--- src/ucep_pkg.sv ---
// Package for the USB endpoint-0 control handler.
// Holds the item structs, handler mode enum, event/action codes and request constants.
// No dependencies.
package ucep_pkg;

	// Endpoint-0 event codes
	localparam logic [1:0] OP_SETUP     = 2'd0;
	localparam logic [1:0] OP_RX_OTHER  = 2'd1;
	localparam logic [1:0] OP_TX_DONE   = 2'd2;
	localparam logic [1:0] OP_BUS_RESET = 2'd3;

	// Endpoint-0 actions
	localparam logic [2:0] ACT_NONE     = 3'd0;
	localparam logic [2:0] ACT_ZLP      = 3'd1;
	localparam logic [2:0] ACT_STALL    = 3'd2;
	localparam logic [2:0] ACT_DEV_DESC = 3'd3;
	localparam logic [2:0] ACT_CFG_DESC = 3'd4;

	// Standard request fields
	localparam logic [7:0] RT_DEVICE_OUT    = 8'h00;
	localparam logic [7:0] RT_DEVICE_IN     = 8'h80;
	localparam logic [7:0] RT_INTERFACE_OUT = 8'h01;
	localparam logic [7:0] RT_ENDPOINT_OUT  = 8'h02;

	localparam logic [7:0] REQ_CLEAR_FEATURE  = 8'h01;
	localparam logic [7:0] REQ_SET_ADDRESS    = 8'h05;
	localparam logic [7:0] REQ_GET_DESCRIPTOR = 8'h06;
	localparam logic [7:0] REQ_SET_CONFIG     = 8'h09;
	localparam logic [7:0] REQ_SET_INTERFACE  = 8'h0b;

	localparam logic [7:0] DESC_DEVICE = 8'h01;
	localparam logic [7:0] DESC_CONFIG = 8'h02;

	// Descriptor lengths and minimum setup size in bytes
	localparam logic [5:0] DEV_DESC_LEN  = 6'd18;
	localparam logic [5:0] CFG_DESC_LEN  = 6'd32;
	localparam logic [9:0] SETUP_MIN_LEN = 10'd8;

	typedef enum logic [1:0] {
		MODE_IDLE           = 2'd0,
		MODE_SET_ADDRESS    = 2'd1,
		MODE_AWAIT_TX       = 2'd2,
		MODE_GET_DESCRIPTOR = 2'd3
	} mode_t;

	typedef struct packed {
		logic [1:0]  operation;
		logic [9:0]  received_count;
		logic [7:0]  request_type;
		logic [7:0]  request_code;
		logic [15:0] request_value;
		logic [15:0] request_length;
	} in_item_t;

	typedef struct packed {
		logic [2:0] ep0_action;
		logic [5:0] send_length;
		logic       rearm_receive;
		logic       start_data_endpoints;
		logic [6:0] device_address;
		logic [1:0] handler_mode;
	} out_item_t;

endpackage

--- src/usb_control_endpoint_handler.sv ---
// USB endpoint-0 control handler: decodes endpoint-0 events and standard requests.
// Depends on ucep_pkg.
//
// Path: input register, then the combinational decode, then the result register.
// Throughput: one item per cycle unless results stall; the decode is a single pass.
// Reset: mode idle, pending and applied addresses 0, both stages empty.
module usb_control_endpoint_handler (
	input  logic                clk,
	input  logic                arst_n,
	input  logic                item_valid,
	output logic                item_ready,
	input  ucep_pkg::in_item_t  item,
	output logic                result_valid,
	input  logic                result_ready,
	output ucep_pkg::out_item_t result
);

	logic                valid_s1;
	ucep_pkg::in_item_t  item_s1;
	logic                advance;
	logic                process;

	ucep_pkg::mode_t     mode_q, mode_d;
	logic [6:0]          pend_addr_q, pend_addr_d;
	logic [6:0]          appl_addr_q, appl_addr_d;

	logic [2:0]          act;
	logic [5:0]          len;
	logic                rearm;
	logic                start;
	logic                setup_ok;
	ucep_pkg::out_item_t result_q;
	logic                result_valid_q;

	// Handshake: result stage frees when empty or taken
	assign advance    = !result_valid_q || result_ready;
	assign process    = valid_s1 && advance;
	assign item_ready = !valid_s1 || advance;

	// Input register
	always_ff @(posedge clk or negedge arst_n) begin
		if (!arst_n) begin
			valid_s1 <= 1'b0;
		end else if (item_ready) begin
			valid_s1 <= item_valid;
		end
	end

	always_ff @(posedge clk) begin
		if (item_ready && item_valid) begin
			item_s1 <= item;
		end
	end

	assign setup_ok = item_s1.received_count >= ucep_pkg::SETUP_MIN_LEN;

	// Next state: mode and addresses
	always_comb begin
		mode_d      = mode_q;
		pend_addr_d = pend_addr_q;
		appl_addr_d = appl_addr_q;
		unique case (item_s1.operation)
			ucep_pkg::OP_SETUP: begin
				if (setup_ok) begin
					priority if (item_s1.request_type == ucep_pkg::RT_DEVICE_OUT &&
							item_s1.request_code == ucep_pkg::REQ_SET_ADDRESS) begin
						mode_d      = ucep_pkg::MODE_SET_ADDRESS;
						pend_addr_d = item_s1.request_value[6:0];
					end else if (item_s1.request_type == ucep_pkg::RT_DEVICE_OUT &&
							item_s1.request_code == ucep_pkg::REQ_SET_CONFIG) begin
						mode_d = ucep_pkg::MODE_AWAIT_TX;
					end else if (item_s1.request_type == ucep_pkg::RT_DEVICE_IN &&
							item_s1.request_code == ucep_pkg::REQ_GET_DESCRIPTOR &&
							(item_s1.request_value[15:8] == ucep_pkg::DESC_DEVICE ||
							item_s1.request_value[15:8] == ucep_pkg::DESC_CONFIG)) begin
						mode_d = ucep_pkg::MODE_GET_DESCRIPTOR;
					end else if ((item_s1.request_type == ucep_pkg::RT_INTERFACE_OUT &&
							item_s1.request_code == ucep_pkg::REQ_SET_INTERFACE) ||
							(item_s1.request_type == ucep_pkg::RT_ENDPOINT_OUT &&
							item_s1.request_code == ucep_pkg::REQ_CLEAR_FEATURE)) begin
						mode_d = ucep_pkg::MODE_AWAIT_TX;
					end else begin
						mode_d = mode_q;
					end
				end
			end
			ucep_pkg::OP_RX_OTHER: begin
				if (mode_q == ucep_pkg::MODE_GET_DESCRIPTOR) begin
					mode_d = ucep_pkg::MODE_IDLE;
				end
			end
			ucep_pkg::OP_TX_DONE: begin
				unique case (mode_q)
					ucep_pkg::MODE_SET_ADDRESS: begin
						appl_addr_d = pend_addr_q;
						mode_d      = ucep_pkg::MODE_IDLE;
					end
					ucep_pkg::MODE_AWAIT_TX:       mode_d = ucep_pkg::MODE_IDLE;
					ucep_pkg::MODE_GET_DESCRIPTOR: mode_d = mode_q;
					default:                       mode_d = mode_q;
				endcase
			end
			default: begin
				// bus reset drops the address only
				appl_addr_d = '0;
			end
		endcase
	end

	// Outputs: action, length, rearm, bulk start
	always_comb begin
		act   = ucep_pkg::ACT_NONE;
		len   = '0;
		rearm = 1'b0;
		start = 1'b0;
		unique case (item_s1.operation)
			ucep_pkg::OP_SETUP: begin
				rearm = 1'b1;
				act   = ucep_pkg::ACT_STALL;
				if (setup_ok) begin
					priority if (item_s1.request_type == ucep_pkg::RT_DEVICE_OUT &&
							item_s1.request_code == ucep_pkg::REQ_SET_ADDRESS) begin
						act = ucep_pkg::ACT_ZLP;
					end else if (item_s1.request_type == ucep_pkg::RT_DEVICE_OUT &&
							item_s1.request_code == ucep_pkg::REQ_SET_CONFIG) begin
						act   = ucep_pkg::ACT_ZLP;
						start = 1'b1;
					end else if (item_s1.request_type == ucep_pkg::RT_DEVICE_IN &&
							item_s1.request_code == ucep_pkg::REQ_GET_DESCRIPTOR &&
							item_s1.request_value[15:8] == ucep_pkg::DESC_DEVICE) begin
						act = ucep_pkg::ACT_DEV_DESC;
						len = (item_s1.request_length < 16'(ucep_pkg::DEV_DESC_LEN)) ?
							item_s1.request_length[5:0] : ucep_pkg::DEV_DESC_LEN;
					end else if (item_s1.request_type == ucep_pkg::RT_DEVICE_IN &&
							item_s1.request_code == ucep_pkg::REQ_GET_DESCRIPTOR &&
							item_s1.request_value[15:8] == ucep_pkg::DESC_CONFIG) begin
						act = ucep_pkg::ACT_CFG_DESC;
						len = (item_s1.request_length < 16'(ucep_pkg::CFG_DESC_LEN)) ?
							item_s1.request_length[5:0] : ucep_pkg::CFG_DESC_LEN;
					end else if ((item_s1.request_type == ucep_pkg::RT_INTERFACE_OUT &&
							item_s1.request_code == ucep_pkg::REQ_SET_INTERFACE) ||
							(item_s1.request_type == ucep_pkg::RT_ENDPOINT_OUT &&
							item_s1.request_code == ucep_pkg::REQ_CLEAR_FEATURE)) begin
						act = ucep_pkg::ACT_ZLP;
					end else begin
						act = ucep_pkg::ACT_STALL;
					end
				end
			end
			ucep_pkg::OP_RX_OTHER: begin
				rearm = 1'b1;
			end
			ucep_pkg::OP_TX_DONE: begin
				// only a descriptor transfer closes with a zero-length status packet
				act = (mode_q == ucep_pkg::MODE_GET_DESCRIPTOR) ?
					ucep_pkg::ACT_ZLP : ucep_pkg::ACT_STALL;
			end
			default: begin
				rearm = 1'b1;
			end
		endcase
	end

	// Handler state, updated as each item moves into the result stage
	always_ff @(posedge clk or negedge arst_n) begin
		if (!arst_n) begin
			mode_q      <= ucep_pkg::MODE_IDLE;
			pend_addr_q <= '0;
			appl_addr_q <= '0;
		end else if (process) begin
			mode_q      <= mode_d;
			pend_addr_q <= pend_addr_d;
			appl_addr_q <= appl_addr_d;
		end
	end

	// Result register
	always_ff @(posedge clk or negedge arst_n) begin
		if (!arst_n) begin
			result_valid_q <= 1'b0;
		end else if (advance) begin
			result_valid_q <= valid_s1;
		end
	end

	always_ff @(posedge clk) begin
		if (process) begin
			result_q.ep0_action           <= act;
			result_q.send_length          <= len;
			result_q.rearm_receive        <= rearm;
			result_q.start_data_endpoints <= start;
			result_q.device_address       <= appl_addr_d;
			result_q.handler_mode         <= mode_d;
		end
	end

	assign result_valid = result_valid_q;
	assign result       = result_q;

endmodule

--- config.mk ---
export PLATFORM = sky130hd
export DESIGN_NAME = usb_control_endpoint_handler
export DESIGN_NICKNAME = d
export VERILOG_FILES = /design/src/ucep_pkg.sv /design/src/usb_control_endpoint_handler.sv
export SDC_FILE = /design/constraint.sdc
export NUM_CORES = 1
export LEC_CHECK = 0
export ABC_AREA = 1
export BUFFER_PORTS_ARGS = -buffer_cell sky130_fd_sc_hd__buf_2
export CAP_MARGIN = 20
export CORE_ASPECT_RATIO = 1.5
export CORE_MARGIN = 1.5
export CORE_UTILIZATION = 48
export CTS_BUF_LIST = sky130_fd_sc_hd__clkbuf_16
export CTS_CLUSTER_SIZE = 20
export DETAILED_ROUTE_END_ITERATION = 6
export PLACE_DENSITY = 0.75
export REMOVE_ABC_BUFFERS = 1
export SLEW_MARGIN = 20
export SYNTH_ARGS = -nofsm -noshare
export SYNTH_HDL_FRONTEND = slang
export SYNTH_SLANG_ARGS = --single-unit
--- constraint.sdc ---
create_clock -name clk -period 2 [get_ports clk]
set_input_delay 0.2 -clock clk [delete_from_list [all_inputs] [get_ports clk]]
set_output_delay 0.2 -clock clk [all_outputs]
set_load 0.05 [all_outputs]
### Yosys cells after proc, flatten, opt, wreduce, memory -nomap -nowiden

Index checks and enable logic that the tools add are counted.

| cells by class | value |
|---|---|
| magnitude comparators | 3 |
| equal/unequal tests | 15 |
| mux-type cells | 24 |
| bitwise gates (word level) | 2 |
| reduce and logical (&&, ||, !) cells | 23 |

Operators with widths:

| kind | count |
|---|---|
| == test 8 x 1 -> 1 bit, second input constant | 3 |
| two-way mux 6 bit | 4 |
| two-way mux 2 bit | 9 |
| == test 8 x 2 -> 1 bit, second input constant | 2 |
| == test 8 x 3 -> 1 bit, second input constant | 2 |
| == test 8 x 4 -> 1 bit, second input constant | 2 |
| less-than comparator 16 x 5 -> 1 bit, second input constant | 1 |
| less-than comparator 16 x 6 -> 1 bit, second input constant | 1 |
| two-way mux 3 bit | 5 |
| one-hot mux 7 bit (2 select lines) | 1 |
| greater-or-equal comparator 10 x 4 -> 1 bit, second input constant | 1 |
| logical AND 1 bit | 10 |
| == test 8 bit, second input constant | 1 |
| logical NOT 8 bit | 1 |
| two-way mux 7 bit | 1 |
| == test 2 bit, second input constant | 3 |
| one-hot mux 2 bit (3 select lines) | 1 |
| one-hot mux 3 bit (2 select lines) | 1 |
| == test 2 x 1 -> 1 bit, second input constant | 2 |
| logical OR 1 bit | 4 |
| AND reduction 4 bit | 1 |
| OR reduction 2 bit | 2 |
| OR reduction 4 bit | 1 |
| OR reduction 3 bit | 1 |
| other kinds (4) | 7 |

| storage, ports and cells | value |
|---|---|
| flip-flop bits (word level) | 98 |
| input bits | 64 |
| output and inout port bits | 22 |
| word-level logic and storage cells | 84 |

### Depth between registers and ports, before layout

| depth | value |
|---|---|
| word-level depth | 10 |
| gate-level depth with buffers | 15 |
| depth with buffers taken out | 15 |

### Worst setup path after synthesis

No wires, ideal clock.

| path | value |
|---|---|
| kind | reg2reg |
| from | register result_valid_q (netlist: result_valid) |
| to | register item_s1[0] (netlist name), enable pin |
| setup time | 0.410 ns |
| data arrival time | 2.346 ns |
| data required time | 1.590 ns |
| setup slack | -0.756 ns |
| cell stages (with the launch flop) | 4 |
| path buffers | 0 |
| clock period less this slack | 2.756 ns |
| cells stage by stage | dfrtp_1 -> nand3_1 -> nand2_1 -> inv_1 |

| between the ends | value |
|---|---|
| longest elaborated chain between the ends | 4 |

RTL lines:

| element | line | text |
|---|---|---|
| start: declaration | usb_control_endpoint_handler.sv:33 | `logic result_valid_q;` |
| start signal: assignment | usb_control_endpoint_handler.sv:182 | `result_valid_q <= valid_s1;` |
| logical NOT 1 bit | usb_control_endpoint_handler.sv:36 | `assign advance = !result_valid_q \|\| result_ready;` |
| logical OR 1 bit | usb_control_endpoint_handler.sv:36 |  |
| logical OR 1 bit | usb_control_endpoint_handler.sv:38 | `assign item_ready = !valid_s1 \|\| advance;` |
| named net item_ready | usb_control_endpoint_handler.sv:11 | `output logic item_ready,` |
| logical AND 1 bit | usb_control_endpoint_handler.sv:50 | `if (item_ready && item_valid) begin` |
| end signal: assignment | usb_control_endpoint_handler.sv:51 | `item_s1 <= item;` |
| end: declaration | usb_control_endpoint_handler.sv:19 | `ucep_pkg::in_item_t item_s1;` |

The timed path passes the listed nets, and every way through them passes these cells.
A chain may end at the register's enable or synchronous reset.

### Worst setup path in the final report

| path | value |
|---|---|
| from | register item_s1[35] (netlist name) |
| to | register result_q, in the netlist result[15] (data pin) |

| between the ends | value |
|---|---|
| longest elaborated chain between the ends | 5 |
| elaborated cells between the ends (all ways) | 11 |
| classes of those cells | 3 x eq/ne; 2 x mux; 6 x reduce/logical |

RTL lines:

| element | line | text |
|---|---|---|
| == test 8 x 3 -> 1 bit | usb_control_endpoint_handler.sv:129, usb_control_endpoint_handler.sv:135 |  |
| logical AND 1 bit | usb_control_endpoint_handler.sv:128, usb_control_endpoint_handler.sv:134 |  |
| logical AND 1 bit | usb_control_endpoint_handler.sv:135 | `item_s1.request_code == ucep_pkg::REQ_GET_DESCRIPTOR &&` |
| two-way mux 6 bit | usb_control_endpoint_handler.sv:134 | `end else if (item_s1.request_type == ucep_pkg::RT_DEVICE_IN &&` |
| two-way mux 6 bit | usb_control_endpoint_handler.sv:128 | `end else if (item_s1.request_type == ucep_pkg::RT_DEVICE_IN &&` |
| end: declaration | usb_control_endpoint_handler.sv:32 | `ucep_pkg::out_item_t result_q;` |

Several ways; a longest one is shown, not always the timed one.

==> reports/metrics.csv <==
metric,value,unit
grt_pass1_vias,2318,
drive_above_1_share,0.283,
place_area,4360,um^2
p_leak,0.00208,uW
end_kind,flip-flop,
postCtsSetupRepairBufs,0,
ir_drop,0.000598,V
die_h,112,um
tns,0,ns
multiInputGateArea,892,um^2
skew,0.00566,ns
syn_inst,312,
drv_slew,0,
place_congestion,0.911,
start_kind,flip-flop,
wl_met3,306,um
drt-pass1-iter-count,6,
ctsLongestPathBuffers,2,
final_area,4640,um^2
clkTransAtPathRegs,0.06,ns
mostFrequentLayoutCells,"81 x buf_2, 76 x edfxtp_1, 65 x nand2_1",
path_max_fanout,5,
synth_area_leaders,"edfxtp_1 60%, dfrtp_1 12%, nand2_1 6.4%",
period_share,0.854,
wl_per_cell,11.7,um
antenna_left,0,
synthToLayoutAreaGrowth,22.3,%
register_area,2730,um^2
fin_cells,515,
antenna_found_initial,0,
synth_cell_types,28,
synth_top_area_frac,0.601,
clock.fmax,586,MHz
ys_seq_area_frac,0.720,
ys_ff_latch,94,
crit_required,2.18,ns
hold_violations,0,
cts_resized,0,
place_inst,498,
start_util,0.496,
dpl.hpwl,4.55,mm
drt_wl_total,6.02,mm
fin_nets,472,
pre_cts_slack,0.294,ns
dr_wl_met2,3.23,mm
fp.dieW,75.6,um
status,completed,
viasPerCell,4.69,
worstHoldPathType,input pin to flip-flop,
port_buffers,81,
synth_async_sr_flop_share,0.191,
top_layer,met4,
yosysWarnings,0,
fin_ws,0.293,ns
synth_area_per_cell,12.2,um^2
clock_sinks,94,
synth_area,3800,um^2
crit_arrival,1.89,ns
drt_iter0_markers,104,
row_count,39,
crit_type,flip-flop to flip-flop,
m1WireLength,2.35,mm
synthFlopType,edfxtp_1,
power_density,978,nW/um^2
drc,0,
rsz0062_at_grt,false,
setup_viol,0,
fillCellCount,624,
num_antenna_cells,0,
root_buffer,clkbuf_16,
synth_edf_count,76,
die-area,8470,um^2
clk_latency,0.33,ns
layout_commonest_cell,buf_2,
cts_buffers,9,
grt_pass1_wl,9.69,mm
overflow,0,
track_usage,0.158,
htree_levels,3,
cts_tree,built,
max_slew_margin,0.718,
pin_count,86,
synth_top_area_cell,edfxtp_1,
vias,2413,
period_minus_slack,1.71,ns
worst_slew_pin_slew,0.423,ns
drv_cap,0,
core_area,7660,um^2
grt_max_degree,37,
==> power by group <==
group	switching, uW	internal (uW)	leakage [uW]	total (uW)
clock	633	895	0.000135	1530
combinational	451	152	0.000960	603
sequential	63.1	2350	0.000982	2410
==> path summary, 6_finish.rpt <==
check / slack (ns) / cells past startpoint / to / startpoint
min reg2reg: 0.48 / 1 / pend_addr_q[0]$_DFFE_PN0P_ / item_s1[16]$_DFFE_PP_
max: 0.29 / 7 / result[15]$_SDFFCE_PP0P_ / item_s1[35]$_DFFE_PP_
min in group asynchronous: 0.34 / 2 / appl_addr_q[2]$_DFFE_PN0P_ / arst_n
min: 0.04 / 1 / item_s1[20]$_DFFE_PP_ / item[20]
max reg2reg: 0.29 / 7 / result[15]$_SDFFCE_PP0P_ / item_s1[35]$_DFFE_PP_
max in group asynchronous: 1.36 / 2 / appl_addr_q[1]$_DFFE_PN0P_ / arst_n
==> through the flow <==
stage	total power, uW	utilization	hold slack, ns
floorplan	2860	-	-0.0956
global placement	3030	0.569	0.161
detailed placement	3060	0.569	0.162
CTS	4580	0.606	0.0282
global route	4720	0.606	0.0267
finish	4540	0.606	0.0389
==> cells by family after synthesis <==
group | after synthesis | share of synthesized area
simple gates | 134 | 0.164
flops | 94 | 0.720
buf+inv | 46 | 0.0455
mux | 7 | 0.0277
compound gates | 31 | 0.0432
==> final cells by class <==
class / instances / area share
sequential: 94 / 0.589
multi-input combinational: 172 / 0.192
timing repair buffer: 86 / 0.0959
clock buffer: 10 / 0.0539
inverter: 45 / 0.0364
tap: 102 / 0.0275
clock inverter: 6 / 0.00566
==> flip-flops by register name (all words and copies together), names as in the netlist <==
name	flops
valid_s1	1
pend_addr_q	7
appl_addr_q	7
result_valid	1
mode_q	2
result	20
item_s1	56
==> routing by layer <==
metal / vias up / track usage
met5: - / 0
met4: 0 / 0.0881
met3: 11 / 0.0452
met2: 82 / 0.271
met1: 1075 / 0.166
li1: 1245 / -
==> cell usage after synthesis (all sizes together), types with 2 or more instances <==
cell    count
edfxtp     76
nand2      67
inv        44
nor2       41
dfrtp      18
o21ai      18
nand3      12
a21oi       8
mux2        7
nand4       5
nor3        5
nor4        2
o22ai       2
==> repair_timing <==
item | 4_1_cts | 5_1_grt
hold endpoints to repair | 18 | 0
hold buffers | 1 | 0
endpoints found under the setup margin | 0 | 0
==> critical path, cell delays in order (launching register included) <==
cell and delay (ns):
edfxtp_1 0.38, inv_1 0.08, nand2_1 0.09, inv_1 0.15, nand4_1 0.14, nor3_2 0.30
o211ai_1 0.25, a21oi_1 0.17
Power figures use the tool's default switching activity.
